### config.mk
export PLATFORM = sky130hd
export DESIGN_NAME = drive_safety_supervisor_flat
export DESIGN_NICKNAME = d
export VERILOG_FILES = /design/src/rtl/dss_pkg.sv /design/src/rtl/dss_item_if.sv /design/src/rtl/dss_result_if.sv /design/src/rtl/drive_safety_supervisor.sv /design/src/flat_wrapper.sv
export VERILOG_INCLUDE_DIRS = /design/src /design/src/rtl
export SDC_FILE = /design/constraint.sdc
export NUM_CORES = 1
export LEC_CHECK = 0
export BUFFER_PORTS_ARGS = -buffer_cell sky130_fd_sc_hd__buf_2
export CORE_MARGIN = 2
export CORE_UTILIZATION = 30
export DETAILED_ROUTE_END_ITERATION = 8
export PLACE_DENSITY = 0.57
export SYNTH_ARGS = -nofsm -noshare
export SYNTH_HDL_FRONTEND = slang
export SYNTH_SLANG_ARGS = --single-unit
export TNS_END_PERCENT = 1
### constraint.sdc
create_clock -name clk -period 7.6 [get_ports clk]
set_input_delay 0.38 -clock clk [delete_from_list [all_inputs] [get_ports clk]]
set_output_delay 0.38 -clock clk [all_outputs]
set_load 0.02 [all_outputs]
### src/rtl/drive_safety_supervisor_defines.svh
// assertion macros shared by the supervisor rtl
`ifndef DRIVE_SAFETY_SUPERVISOR_DEFINES_SVH
`define DRIVE_SAFETY_SUPERVISOR_DEFINES_SVH

// same-cycle implication, clocked on clk and quiet during rst
`define DSS_ASSERT_IMPL(label, pre, post, msg) \
  label: assert property (@(posedge clk) disable iff (rst) (pre) |-> (post)) \
    else $error(msg);

// next-cycle implication, clocked on clk and quiet during rst
`define DSS_ASSERT_NEXT(label, pre, post, msg) \
  label: assert property (@(posedge clk) disable iff (rst) (pre) |=> (post)) \
    else $error(msg);

`endif

### src/rtl/dss_pkg.sv
package dss_pkg;

  // request kinds
  typedef enum logic [2:0] {
    KIND_TICK        = 3'd0,
    KIND_HEARTBEAT   = 3'd1,
    KIND_COMMAND     = 3'd2,
    KIND_ESTOP       = 3'd3,
    KIND_ESTOP_CLEAR = 3'd4
  } kind_t;

  // status flag positions
  localparam int unsigned FLAG_ESTOP = 0;
  localparam int unsigned FLAG_HEART = 1;
  localparam int unsigned FLAG_CMD   = 2;
  localparam int unsigned FLAG_LOW   = 3;
  localparam int unsigned FLAG_CRIT  = 4;
  localparam int unsigned FLAG_FAULT = 5;
  localparam int unsigned FLAG_TEMP  = 6;
  localparam int unsigned FLAG_CURR  = 7;

  // configuration register indexes
  typedef enum logic [2:0] {
    REG_BATT_CRIT  = 3'd0,
    REG_BATT_WARN  = 3'd1,
    REG_TEMP_LIMIT = 3'd2,
    REG_CURR_LIMIT = 3'd3,
    REG_HB_TIMEOUT = 3'd4,
    REG_CMD_TIMEOUT = 3'd5
  } reg_index_t;

  localparam int unsigned PADDR_W = 5;

  // register reset values
  localparam logic [15:0]        BATT_CRIT_RESET   = 16'd11000;
  localparam logic [15:0]        BATT_WARN_RESET   = 16'd12000;
  localparam logic [7:0]         TEMP_LIMIT_RESET  = 8'd55;
  localparam logic signed [15:0] CURR_LIMIT_RESET  = 16'sd2500;
  localparam logic [31:0]        HB_TIMEOUT_RESET  = 32'd500;
  localparam logic [31:0]        CMD_TIMEOUT_RESET = 32'd250;

endpackage

### src/rtl/dss_item_if.sv
interface dss_item_if;
  import dss_pkg::*;

  logic               valid;
  logic               ready;
  logic [2:0]         kind;
  logic [31:0]        time_ms;
  logic [15:0]        battery_mv;
  logic [7:0]         temp_left_front;
  logic [7:0]         temp_right_front;
  logic [7:0]         temp_left_rear;
  logic [7:0]         temp_right_rear;
  logic signed [15:0] amps_left_front;
  logic signed [15:0] amps_right_front;
  logic signed [15:0] amps_left_rear;
  logic signed [15:0] amps_right_rear;
  logic               fault_in;

  modport source (
    output valid, kind, time_ms, battery_mv,
           temp_left_front, temp_right_front, temp_left_rear, temp_right_rear,
           amps_left_front, amps_right_front, amps_left_rear, amps_right_rear,
           fault_in,
    input  ready
  );

  modport sink (
    input  valid, kind, time_ms, battery_mv,
           temp_left_front, temp_right_front, temp_left_rear, temp_right_rear,
           amps_left_front, amps_right_front, amps_left_rear, amps_right_rear,
           fault_in,
    output ready
  );

endinterface

### src/rtl/dss_result_if.sv
interface dss_result_if;

  logic       valid;
  logic       ready;
  logic [7:0] error_flags;
  logic       operation_allowed;
  logic       motor_enable;
  logic       motor_stop;
  logic       clear_accepted;

  modport source (
    output valid, error_flags, operation_allowed, motor_enable, motor_stop,
           clear_accepted,
    input  ready
  );

  modport sink (
    input  valid, error_flags, operation_allowed, motor_enable, motor_stop,
           clear_accepted,
    output ready
  );

endinterface

### src/rtl/drive_safety_supervisor.sv
// Drive safety supervisor.
// Requests arrive on the item channel (valid/ready): a tick with battery,
// fault, temperature and current samples, a heartbeat, a command, an
// emergency-stop trigger or an emergency-stop clear. Each request gives one
// response on the result channel: eight error flags, operation_allowed, the
// motor enable level, a stop command and clear_accepted.
// From acceptance to a valid response, the request sits in the input register
// while the flag logic runs against the status, timestamps and enable level,
// and the response register is loaded, with the new state, when it advances.
// Throughput is one request per cycle while the receiver takes responses; the
// input register and the response register each hand on as soon as the next
// stage frees up. If the receiver stalls, the response is held, the input
// register fills and ready then drops until the response is taken.
// Reset (rst, synchronous) clears all flags, unarms both timers, sets the
// motor enable level and restores the threshold registers to their defaults.
// Thresholds are written over the APB port; the user must write them only
// while no request is in flight, and the block itself does not enforce it.
`include "drive_safety_supervisor_defines.svh"

module drive_safety_supervisor
  import dss_pkg::*;
(
  input  logic                clk,
  input  logic                rst,
  dss_item_if.sink            item,
  dss_result_if.source        result,
  input  logic                psel,
  input  logic                penable,
  input  logic                pwrite,
  input  logic [PADDR_W-1:0]  paddr,
  input  logic [31:0]         pwdata,
  output logic [31:0]         prdata,
  output logic                pready
);

  // configuration registers
  logic [15:0]        battery_critical_mv;
  logic [15:0]        battery_warning_mv;
  logic [7:0]         temp_limit_c;
  logic signed [15:0] current_limit_ma;
  logic [31:0]        hb_limit_ms;
  logic [31:0]        cmd_limit_ms;

  reg_index_t reg_index;
  logic       cfg_write;

  assign pready    = 1'b1;
  assign reg_index = reg_index_t'(paddr[PADDR_W-1:2]);
  assign cfg_write = psel && penable && pwrite;

  // apb register writes
  always_ff @(posedge clk) begin
    if (rst) begin
      battery_critical_mv <= BATT_CRIT_RESET;
      battery_warning_mv  <= BATT_WARN_RESET;
      temp_limit_c        <= TEMP_LIMIT_RESET;
      current_limit_ma    <= CURR_LIMIT_RESET;
      hb_limit_ms         <= HB_TIMEOUT_RESET;
      cmd_limit_ms        <= CMD_TIMEOUT_RESET;
    end else if (cfg_write) begin
      case (reg_index)
        REG_BATT_CRIT:   battery_critical_mv <= pwdata[15:0];
        REG_BATT_WARN:   battery_warning_mv  <= pwdata[15:0];
        REG_TEMP_LIMIT:  temp_limit_c        <= pwdata[7:0];
        REG_CURR_LIMIT:  current_limit_ma    <= pwdata[15:0];
        REG_HB_TIMEOUT:  hb_limit_ms         <= pwdata;
        REG_CMD_TIMEOUT: cmd_limit_ms        <= pwdata;
        default: ;
      endcase
    end
  end

  // apb readback
  always_comb begin
    case (reg_index)
      REG_BATT_CRIT:   prdata = {16'd0, battery_critical_mv};
      REG_BATT_WARN:   prdata = {16'd0, battery_warning_mv};
      REG_TEMP_LIMIT:  prdata = {24'd0, temp_limit_c};
      REG_CURR_LIMIT:  prdata = {{16{current_limit_ma[15]}}, current_limit_ma};
      REG_HB_TIMEOUT:  prdata = hb_limit_ms;
      REG_CMD_TIMEOUT: prdata = cmd_limit_ms;
      default:         prdata = 32'd0;
    endcase
  end

  // input register
  logic               in_valid;
  kind_t              in_kind;
  logic [31:0]        in_time_ms;
  logic [15:0]        in_battery_mv;
  logic [7:0]         in_temp [4];
  logic signed [15:0] in_amps [4];
  logic               in_fault;
  logic               advance;

  assign advance    = in_valid && (!result.valid || result.ready);
  assign item.ready = !in_valid || advance;

  always_ff @(posedge clk) begin
    if (rst) begin
      in_valid <= 1'b0;
    end else if (item.ready) begin
      in_valid <= item.valid;
    end
  end

  always_ff @(posedge clk) begin
    if (item.valid && item.ready) begin
      in_kind       <= kind_t'(item.kind);
      in_time_ms    <= item.time_ms;
      in_battery_mv <= item.battery_mv;
      in_temp[0]    <= item.temp_left_front;
      in_temp[1]    <= item.temp_right_front;
      in_temp[2]    <= item.temp_left_rear;
      in_temp[3]    <= item.temp_right_rear;
      in_amps[0]    <= item.amps_left_front;
      in_amps[1]    <= item.amps_right_front;
      in_amps[2]    <= item.amps_left_rear;
      in_amps[3]    <= item.amps_right_rear;
      in_fault      <= item.fault_in;
    end
  end

  // supervisor state
  logic [7:0]  status_bits, status_bits_next;
  logic [31:0] last_heartbeat, last_heartbeat_next;
  logic [31:0] last_command, last_command_next;
  logic        enable_level, enable_level_next;
  logic        stop_next;
  logic        accepted_next;

  logic        hot;
  logic        over;
  logic [31:0] hb_age;
  logic [31:0] cmd_age;
  logic        cmd_timed_out;

  // limit checks on the four motors
  always_comb begin
    hot  = 1'b0;
    over = 1'b0;
    for (int m = 0; m < 4; m++) begin
      if (in_temp[m] > temp_limit_c) hot = 1'b1;
      if (in_amps[m] > current_limit_ma) over = 1'b1;
    end
  end

  assign hb_age        = in_time_ms - last_heartbeat;
  assign cmd_age       = in_time_ms - last_command;
  assign cmd_timed_out = cmd_age > cmd_limit_ms;

  // per-request state update
  always_comb begin
    status_bits_next    = status_bits;
    last_heartbeat_next = last_heartbeat;
    last_command_next   = last_command;
    enable_level_next   = enable_level;
    stop_next           = 1'b0;
    accepted_next       = 1'b0;
    case (in_kind)
      KIND_TICK: begin
        status_bits_next[FLAG_CRIT]  = in_battery_mv < battery_critical_mv;
        status_bits_next[FLAG_LOW]   = in_battery_mv < battery_warning_mv;
        status_bits_next[FLAG_FAULT] = in_fault;
        status_bits_next[FLAG_TEMP]  = hot;
        status_bits_next[FLAG_CURR]  = over;
        // zero timestamp leaves a timer unarmed
        if (last_heartbeat != 32'd0) begin
          status_bits_next[FLAG_HEART] = hb_age > hb_limit_ms;
        end
        if (last_command != 32'd0) begin
          status_bits_next[FLAG_CMD] = cmd_timed_out;
          if (cmd_timed_out) stop_next = 1'b1;
        end
        if (status_bits_next[FLAG_ESTOP] || status_bits_next[FLAG_HEART] ||
            status_bits_next[FLAG_CRIT] || status_bits_next[FLAG_FAULT]) begin
          enable_level_next = 1'b0;
          stop_next         = 1'b1;
        end
      end
      KIND_HEARTBEAT: begin
        last_heartbeat_next          = in_time_ms;
        status_bits_next[FLAG_HEART] = 1'b0;
      end
      KIND_COMMAND: begin
        last_command_next          = in_time_ms;
        status_bits_next[FLAG_CMD] = 1'b0;
      end
      KIND_ESTOP: begin
        status_bits_next[FLAG_ESTOP] = 1'b1;
        enable_level_next            = 1'b0;
        stop_next                    = 1'b1;
      end
      KIND_ESTOP_CLEAR: begin
        // refused while battery critical or fault present
        if (!status_bits[FLAG_CRIT] && !status_bits[FLAG_FAULT]) begin
          status_bits_next[FLAG_ESTOP] = 1'b0;
          enable_level_next            = 1'b1;
          accepted_next                = 1'b1;
        end
      end
      default: ;
    endcase
  end

  always_ff @(posedge clk) begin
    if (rst) begin
      status_bits    <= '0;
      last_heartbeat <= '0;
      last_command   <= '0;
      enable_level   <= 1'b1;
    end else if (advance) begin
      status_bits    <= status_bits_next;
      last_heartbeat <= last_heartbeat_next;
      last_command   <= last_command_next;
      enable_level   <= enable_level_next;
    end
  end

  // response register
  always_ff @(posedge clk) begin
    if (rst) begin
      result.valid <= 1'b0;
    end else begin
      result.valid <= advance || (result.valid && !result.ready);
    end
  end

  always_ff @(posedge clk) begin
    if (advance) begin
      result.error_flags       <= status_bits_next;
      result.operation_allowed <= !(status_bits_next[FLAG_ESTOP] ||
                                    status_bits_next[FLAG_HEART] ||
                                    status_bits_next[FLAG_CRIT] ||
                                    status_bits_next[FLAG_FAULT]);
      result.motor_enable      <= enable_level_next;
      result.motor_stop        <= stop_next;
      result.clear_accepted    <= accepted_next;
    end
  end

  // checks
  `DSS_ASSERT_NEXT(a_estop_stops, advance && in_kind == KIND_ESTOP,
    result.valid && result.motor_stop && result.error_flags[FLAG_ESTOP] &&
    !result.motor_enable, "estop request did not stop the motors")
  `DSS_ASSERT_IMPL(a_disable_stops, $fell(enable_level),
    result.valid && result.motor_stop && !result.motor_enable,
    "motor enable dropped without a stop response")
  `DSS_ASSERT_IMPL(a_clear_ok, result.valid && result.clear_accepted,
    result.motor_enable && !result.error_flags[FLAG_ESTOP] &&
    !result.error_flags[FLAG_CRIT] && !result.error_flags[FLAG_FAULT],
    "clear accepted with blocking condition")
  `DSS_ASSERT_IMPL(a_allowed_flags, result.valid && result.operation_allowed,
    !result.error_flags[FLAG_ESTOP] && !result.error_flags[FLAG_HEART],
    "operation allowed with estop or heartbeat timeout")

endmodule

### src/flat_wrapper.sv
// flat-port wrapper written by rule: the top's interface ports become plain ports
module drive_safety_supervisor_flat import dss_pkg::*;
  (clk, rst, psel, penable, pwrite, paddr, pwdata, prdata, pready, item_valid, item_kind, item_time_ms, item_battery_mv, item_temp_left_front, item_temp_right_front, item_temp_left_rear, item_temp_right_rear, item_amps_left_front, item_amps_right_front, item_amps_left_rear, item_amps_right_rear, item_fault_in, item_ready, result_valid, result_error_flags, result_operation_allowed, result_motor_enable, result_motor_stop, result_clear_accepted, result_ready);
  dss_item_if item_i ();
  dss_result_if result_i ();
  input  logic clk;
  input  logic rst;
  input  logic psel;
  input  logic penable;
  input  logic pwrite;
  input  logic [PADDR_W-1:0] paddr;
  input  logic [31:0] pwdata;
  output logic [31:0] prdata;
  output logic pready;
  input wire logic [$bits(item_i.valid)-1:0] item_valid;
  input wire logic [$bits(item_i.kind)-1:0] item_kind;
  input wire logic [$bits(item_i.time_ms)-1:0] item_time_ms;
  input wire logic [$bits(item_i.battery_mv)-1:0] item_battery_mv;
  input wire logic [$bits(item_i.temp_left_front)-1:0] item_temp_left_front;
  input wire logic [$bits(item_i.temp_right_front)-1:0] item_temp_right_front;
  input wire logic [$bits(item_i.temp_left_rear)-1:0] item_temp_left_rear;
  input wire logic [$bits(item_i.temp_right_rear)-1:0] item_temp_right_rear;
  input wire logic [$bits(item_i.amps_left_front)-1:0] item_amps_left_front;
  input wire logic [$bits(item_i.amps_right_front)-1:0] item_amps_right_front;
  input wire logic [$bits(item_i.amps_left_rear)-1:0] item_amps_left_rear;
  input wire logic [$bits(item_i.amps_right_rear)-1:0] item_amps_right_rear;
  input wire logic [$bits(item_i.fault_in)-1:0] item_fault_in;
  output wire logic [$bits(item_i.ready)-1:0] item_ready;
  output wire logic [$bits(result_i.valid)-1:0] result_valid;
  output wire logic [$bits(result_i.error_flags)-1:0] result_error_flags;
  output wire logic [$bits(result_i.operation_allowed)-1:0] result_operation_allowed;
  output wire logic [$bits(result_i.motor_enable)-1:0] result_motor_enable;
  output wire logic [$bits(result_i.motor_stop)-1:0] result_motor_stop;
  output wire logic [$bits(result_i.clear_accepted)-1:0] result_clear_accepted;
  input wire logic [$bits(result_i.ready)-1:0] result_ready;
  assign item_i.valid = item_valid;
  assign item_i.kind = item_kind;
  assign item_i.time_ms = item_time_ms;
  assign item_i.battery_mv = item_battery_mv;
  assign item_i.temp_left_front = item_temp_left_front;
  assign item_i.temp_right_front = item_temp_right_front;
  assign item_i.temp_left_rear = item_temp_left_rear;
  assign item_i.temp_right_rear = item_temp_right_rear;
  assign item_i.amps_left_front = item_amps_left_front;
  assign item_i.amps_right_front = item_amps_right_front;
  assign item_i.amps_left_rear = item_amps_left_rear;
  assign item_i.amps_right_rear = item_amps_right_rear;
  assign item_i.fault_in = item_fault_in;
  assign item_ready = item_i.ready;
  assign result_valid = result_i.valid;
  assign result_error_flags = result_i.error_flags;
  assign result_operation_allowed = result_i.operation_allowed;
  assign result_motor_enable = result_i.motor_enable;
  assign result_motor_stop = result_i.motor_stop;
  assign result_clear_accepted = result_i.clear_accepted;
  assign result_i.ready = result_ready;
  drive_safety_supervisor u_core (.clk(clk), .rst(rst), .item(item_i), .result(result_i), .psel(psel), .penable(penable), .pwrite(pwrite), .paddr(paddr), .pwdata(pwdata), .prdata(prdata), .pready(pready));
endmodule
==> impl_metrics.yaml <==
route:
  wl_um: 63680
  vias: 17710
  drtAntennaViolNets: 0
  drt_iter0_drc: 1292
  drt-wirelength-per-cell_um: 18.08
  drc: 0
  first_pass_iters: 5
  viasPerCell: 5.028
pwr:
  finalPower_mw: 4.890
  leakage_nw: 10.31
  vdd.ir_drop.worst_uv: 147.7
  p_per_area_nw_per_um2: 191.5
yosys:
  synthDistinctLibCells: 76
  ys_ff_latch: 355
  syn_inst: 2243
  ys.flop_type: "dfxtp_1"
  yosysMostFrequentCell: "nand2_1"
  synthArstFlopShare: 0
  synth_top_area_frac: 0.2334
  syn-cell-area_um2: 20580
  seq_area_frac_synth: 0.4231
  yosys-top-cells-count: "387 x nand2_1, 252 x ha_1, 241 x a21oi_1"
  ys_warn_count: 0
  syn_area_per_cell_um2: 9.176
  yosys.area.top_type: "edfxtp_1"
  ys_top_cells_by_area: "edfxtp_1 23%, dfxtp_1 19%, ha_1 15%"
  synth_edf_count: 160
  syn-num-nets: 2689
global_route:
  antenna_found_initial: 15
  grt_util_all_layers: 0.1756
  grt_pass1_vias: 17350
  grt_pass1_wl_um: 96650
  grt_start_max_net_pins: 82
  grt-ovfl-total: 0
placement:
  dp_hpwl_um: 48250
  place.gp.congestion: 0.8787
  placement.io_buffers: 235
die:
  die_w_um: 265.9
  start_util: 0.3017
  placementRows: 96
  design.die.area_um2: 70710
  die_y_um: 265.9
  core_area_um2: 68230
  io_pins: 239
critical_path:
  worst_path_most_repeated_cell: "a21o_1"
  cp.required_ns: 7.89
  cp_max_fo: 6
  worstPathCellList: "ha_1 -> nor2b_1 -> o31a_1 -> o31ai_2 -> a21oi_1 -> o21ai_0 -> a21boi_0 -> o21a_1 -> o311ai_0 -> ha_1 -> a21o_1 -> a21o_1 -> a21o_1 -> a21oi_1 -> o221ai_1 -> a221oi_1 -> o31ai_1 -> o21ai_0 -> nand3_1"
  startpoint_type: "flip-flop"
  endpoint_kind: "flip-flop"
  critPathMaxStageDelay_ns: 0.55
  slowest_stage: "o21ai_0"
  critPathKind: "flip-flop to flip-flop"
  cp.arrival_ns: 5.80
clock_network:
  htreeDepth: 2
  cts_made_buffers: 43
  clk-insertion-delay-late_ns: 0.58
  cts.sinks: 355
  clk_pin_slew_worst_paths_ns: 0.06
  post_cts_buffers: 0
  root_buffer: "clkbuf_16"
  clk_path_buf_depth: 3
  cts_resized: 0
  cts_tree: "built"
layout:
  area_delta_synth_final_pct: 24.09
  finish.net_count: 3044
  drive_above_1_share: 0.1356
  n_fill_cell: 6811
sta:
  max_clock_freq_ghz: 0.1813
  drv_slew: 0
  min_period_ns: 5.515
  rsz0062_at_grt: "no"
  fin_skew_ns: 0.01784
  worstMarginPinSlew_ns: 1.356
  relSlewSlack: 0.09299
  hold_viol: 0
  setup-tns-final_ns: 0
  fin_crit_sh: 0.7257
  finalSetupViolations: 0
worst_hold_path:
  hp-class: "input port to flip-flop"
job:
  drv_cap: 0
run_status:
  status: "finished clean"
[per-stage QoR]
step                hold slack [ns]  area [um^2]  worst slack [ns]  std cells  utilization
finish                      0.01965        25540             2.085       3522       0.3743
global route                0.01201        25540             1.727       3521       0.3743
CTS                         0.01173        25520             2.136       3514       0.3740
detailed placement           0.4468        22670             2.166       3292       0.3323
global placement             0.4419        22670             2.257       3292       0.3323
floorplan                    0.4363        20580             2.909       2243            -
[cells in the final DEF (no fill, tap or decap), types with 15 or more instances in the layout]
cell type	n
nand2_1	387
mux2i_1	17
nand2b_1	16
xnor2_1	40
nor2b_1	25
buf_4	16
a21o_1	92
edfxtp_1	160
dlygate4sd3_1	143
o21a_1	30
o211ai_1	42
inv_1	215
clkbuf_16	45
nor2_1	74
dfxtp_1	195
nand3_1	36
nor4_1	17
buf_2	234
and3_1	15
nand4_1	37
ha_1	252
a21oi_1	241
a22o_1	16
o21ai_0	75
[area by class of cell]
class / count / area [um^2] / area share
Sequential cell: 355 / 8708 / 0.3410
Multi-Input combinational cell: 1589 / 10750 / 0.4211
Timing Repair Buffer: 393 / 2723 / 0.1066
Inverter: 216 / 810.8 / 0.03175
Antenna cell: 8 / 20.02 / 0.0007839
Clock inverter: 19 / 196.4 / 0.007692
Tap cell: 882 / 1104 / 0.04321
Clock buffer: 60 / 1224 / 0.04791
[power by group]
group          internal [mW]  switching, mW
Combinational          0.308          0.391
Clock                   1.23          0.848
Sequential              2.07         0.0433
[worst max-delay path: cells and delay by family, from the launching register on]
family                     cells  cell delay, ns
DFF                            1            0.52
and+or+nand+nor                2            0.30
AOI/OAI and AO/OA             15            3.76
adders and majority gates      2            0.66
[routing by layer]
layer / up-vias / wire [um] / GRT usage
li1: 8688 / - / -
met1: 8386 / 27720 / 0.2253
met2: 518 / 30080 / 0.2936
met3: 106 / 4304 / 0.04233
met4: 10 / 1518 / 0.04874
met5: - / 53 / 0
[registers in the layout, summed over array words and instances, names as in the netlist]
register	flops
u_core.result.error_flags	8
u_core.result.valid	1
u_core.last_command	32
u_core.in_time_ms	32
u_core.in_valid	1
u_core.in_battery_mv	16
u_core.in_fault	1
u_core.temp_limit_c	8
u_core.in_kind	3
u_core.hb_limit_ms	32
u_core.result.operation_allowed	1
u_core.in_temp	32
u_core.current_limit_ma	16
u_core.battery_warning_mv	16
u_core.result.clear_accepted	1
u_core.last_heartbeat	32
u_core.status_bits	8
u_core.result.motor_stop	1
u_core.result.motor_enable	1
u_core.battery_critical_mv	16
u_core.enable_level	1
u_core.in_amps	64
u_core.cmd_limit_ms	32
[what timing repair did]
action | 4_1_cts | 5_1_grt
endpoints found under the hold margin | 143 | 0
hold buffers | 143 | 0
setup endpoints to repair | 0 | 0
[logic make-up after synthesis]
family / after synthesis / synth area share
adder cells (fa/ha/maj): 254 / 0.1551
flip-flops: 355 / 0.4231
multiplexers: 24 / 0.01538
buffers and inverters: 299 / 0.05544
XOR/XNOR: 54 / 0.02298
AND/OR/NAND/NOR: 661 / 0.1442
AO/OA/AOI/OAI: 595 / 0.1835
other: 1 / 0.0001822
[final timing paths]
check,startpoint,to,slack [ns],cells past startpoint
setup / recovery,u_core.in_time_ms[1],u_core.result.motor_stop,2.08,19
hold / removal,item_time_ms[3],u_core.in_time_ms[3],0.02,1
setup reg to reg,u_core.in_time_ms[1],u_core.result.motor_stop,2.08,19
hold reg to reg,u_core.current_limit_ma[10],u_core.current_limit_ma[10],0.46,2
Note: power is estimated with default switching activity, not from simulation.
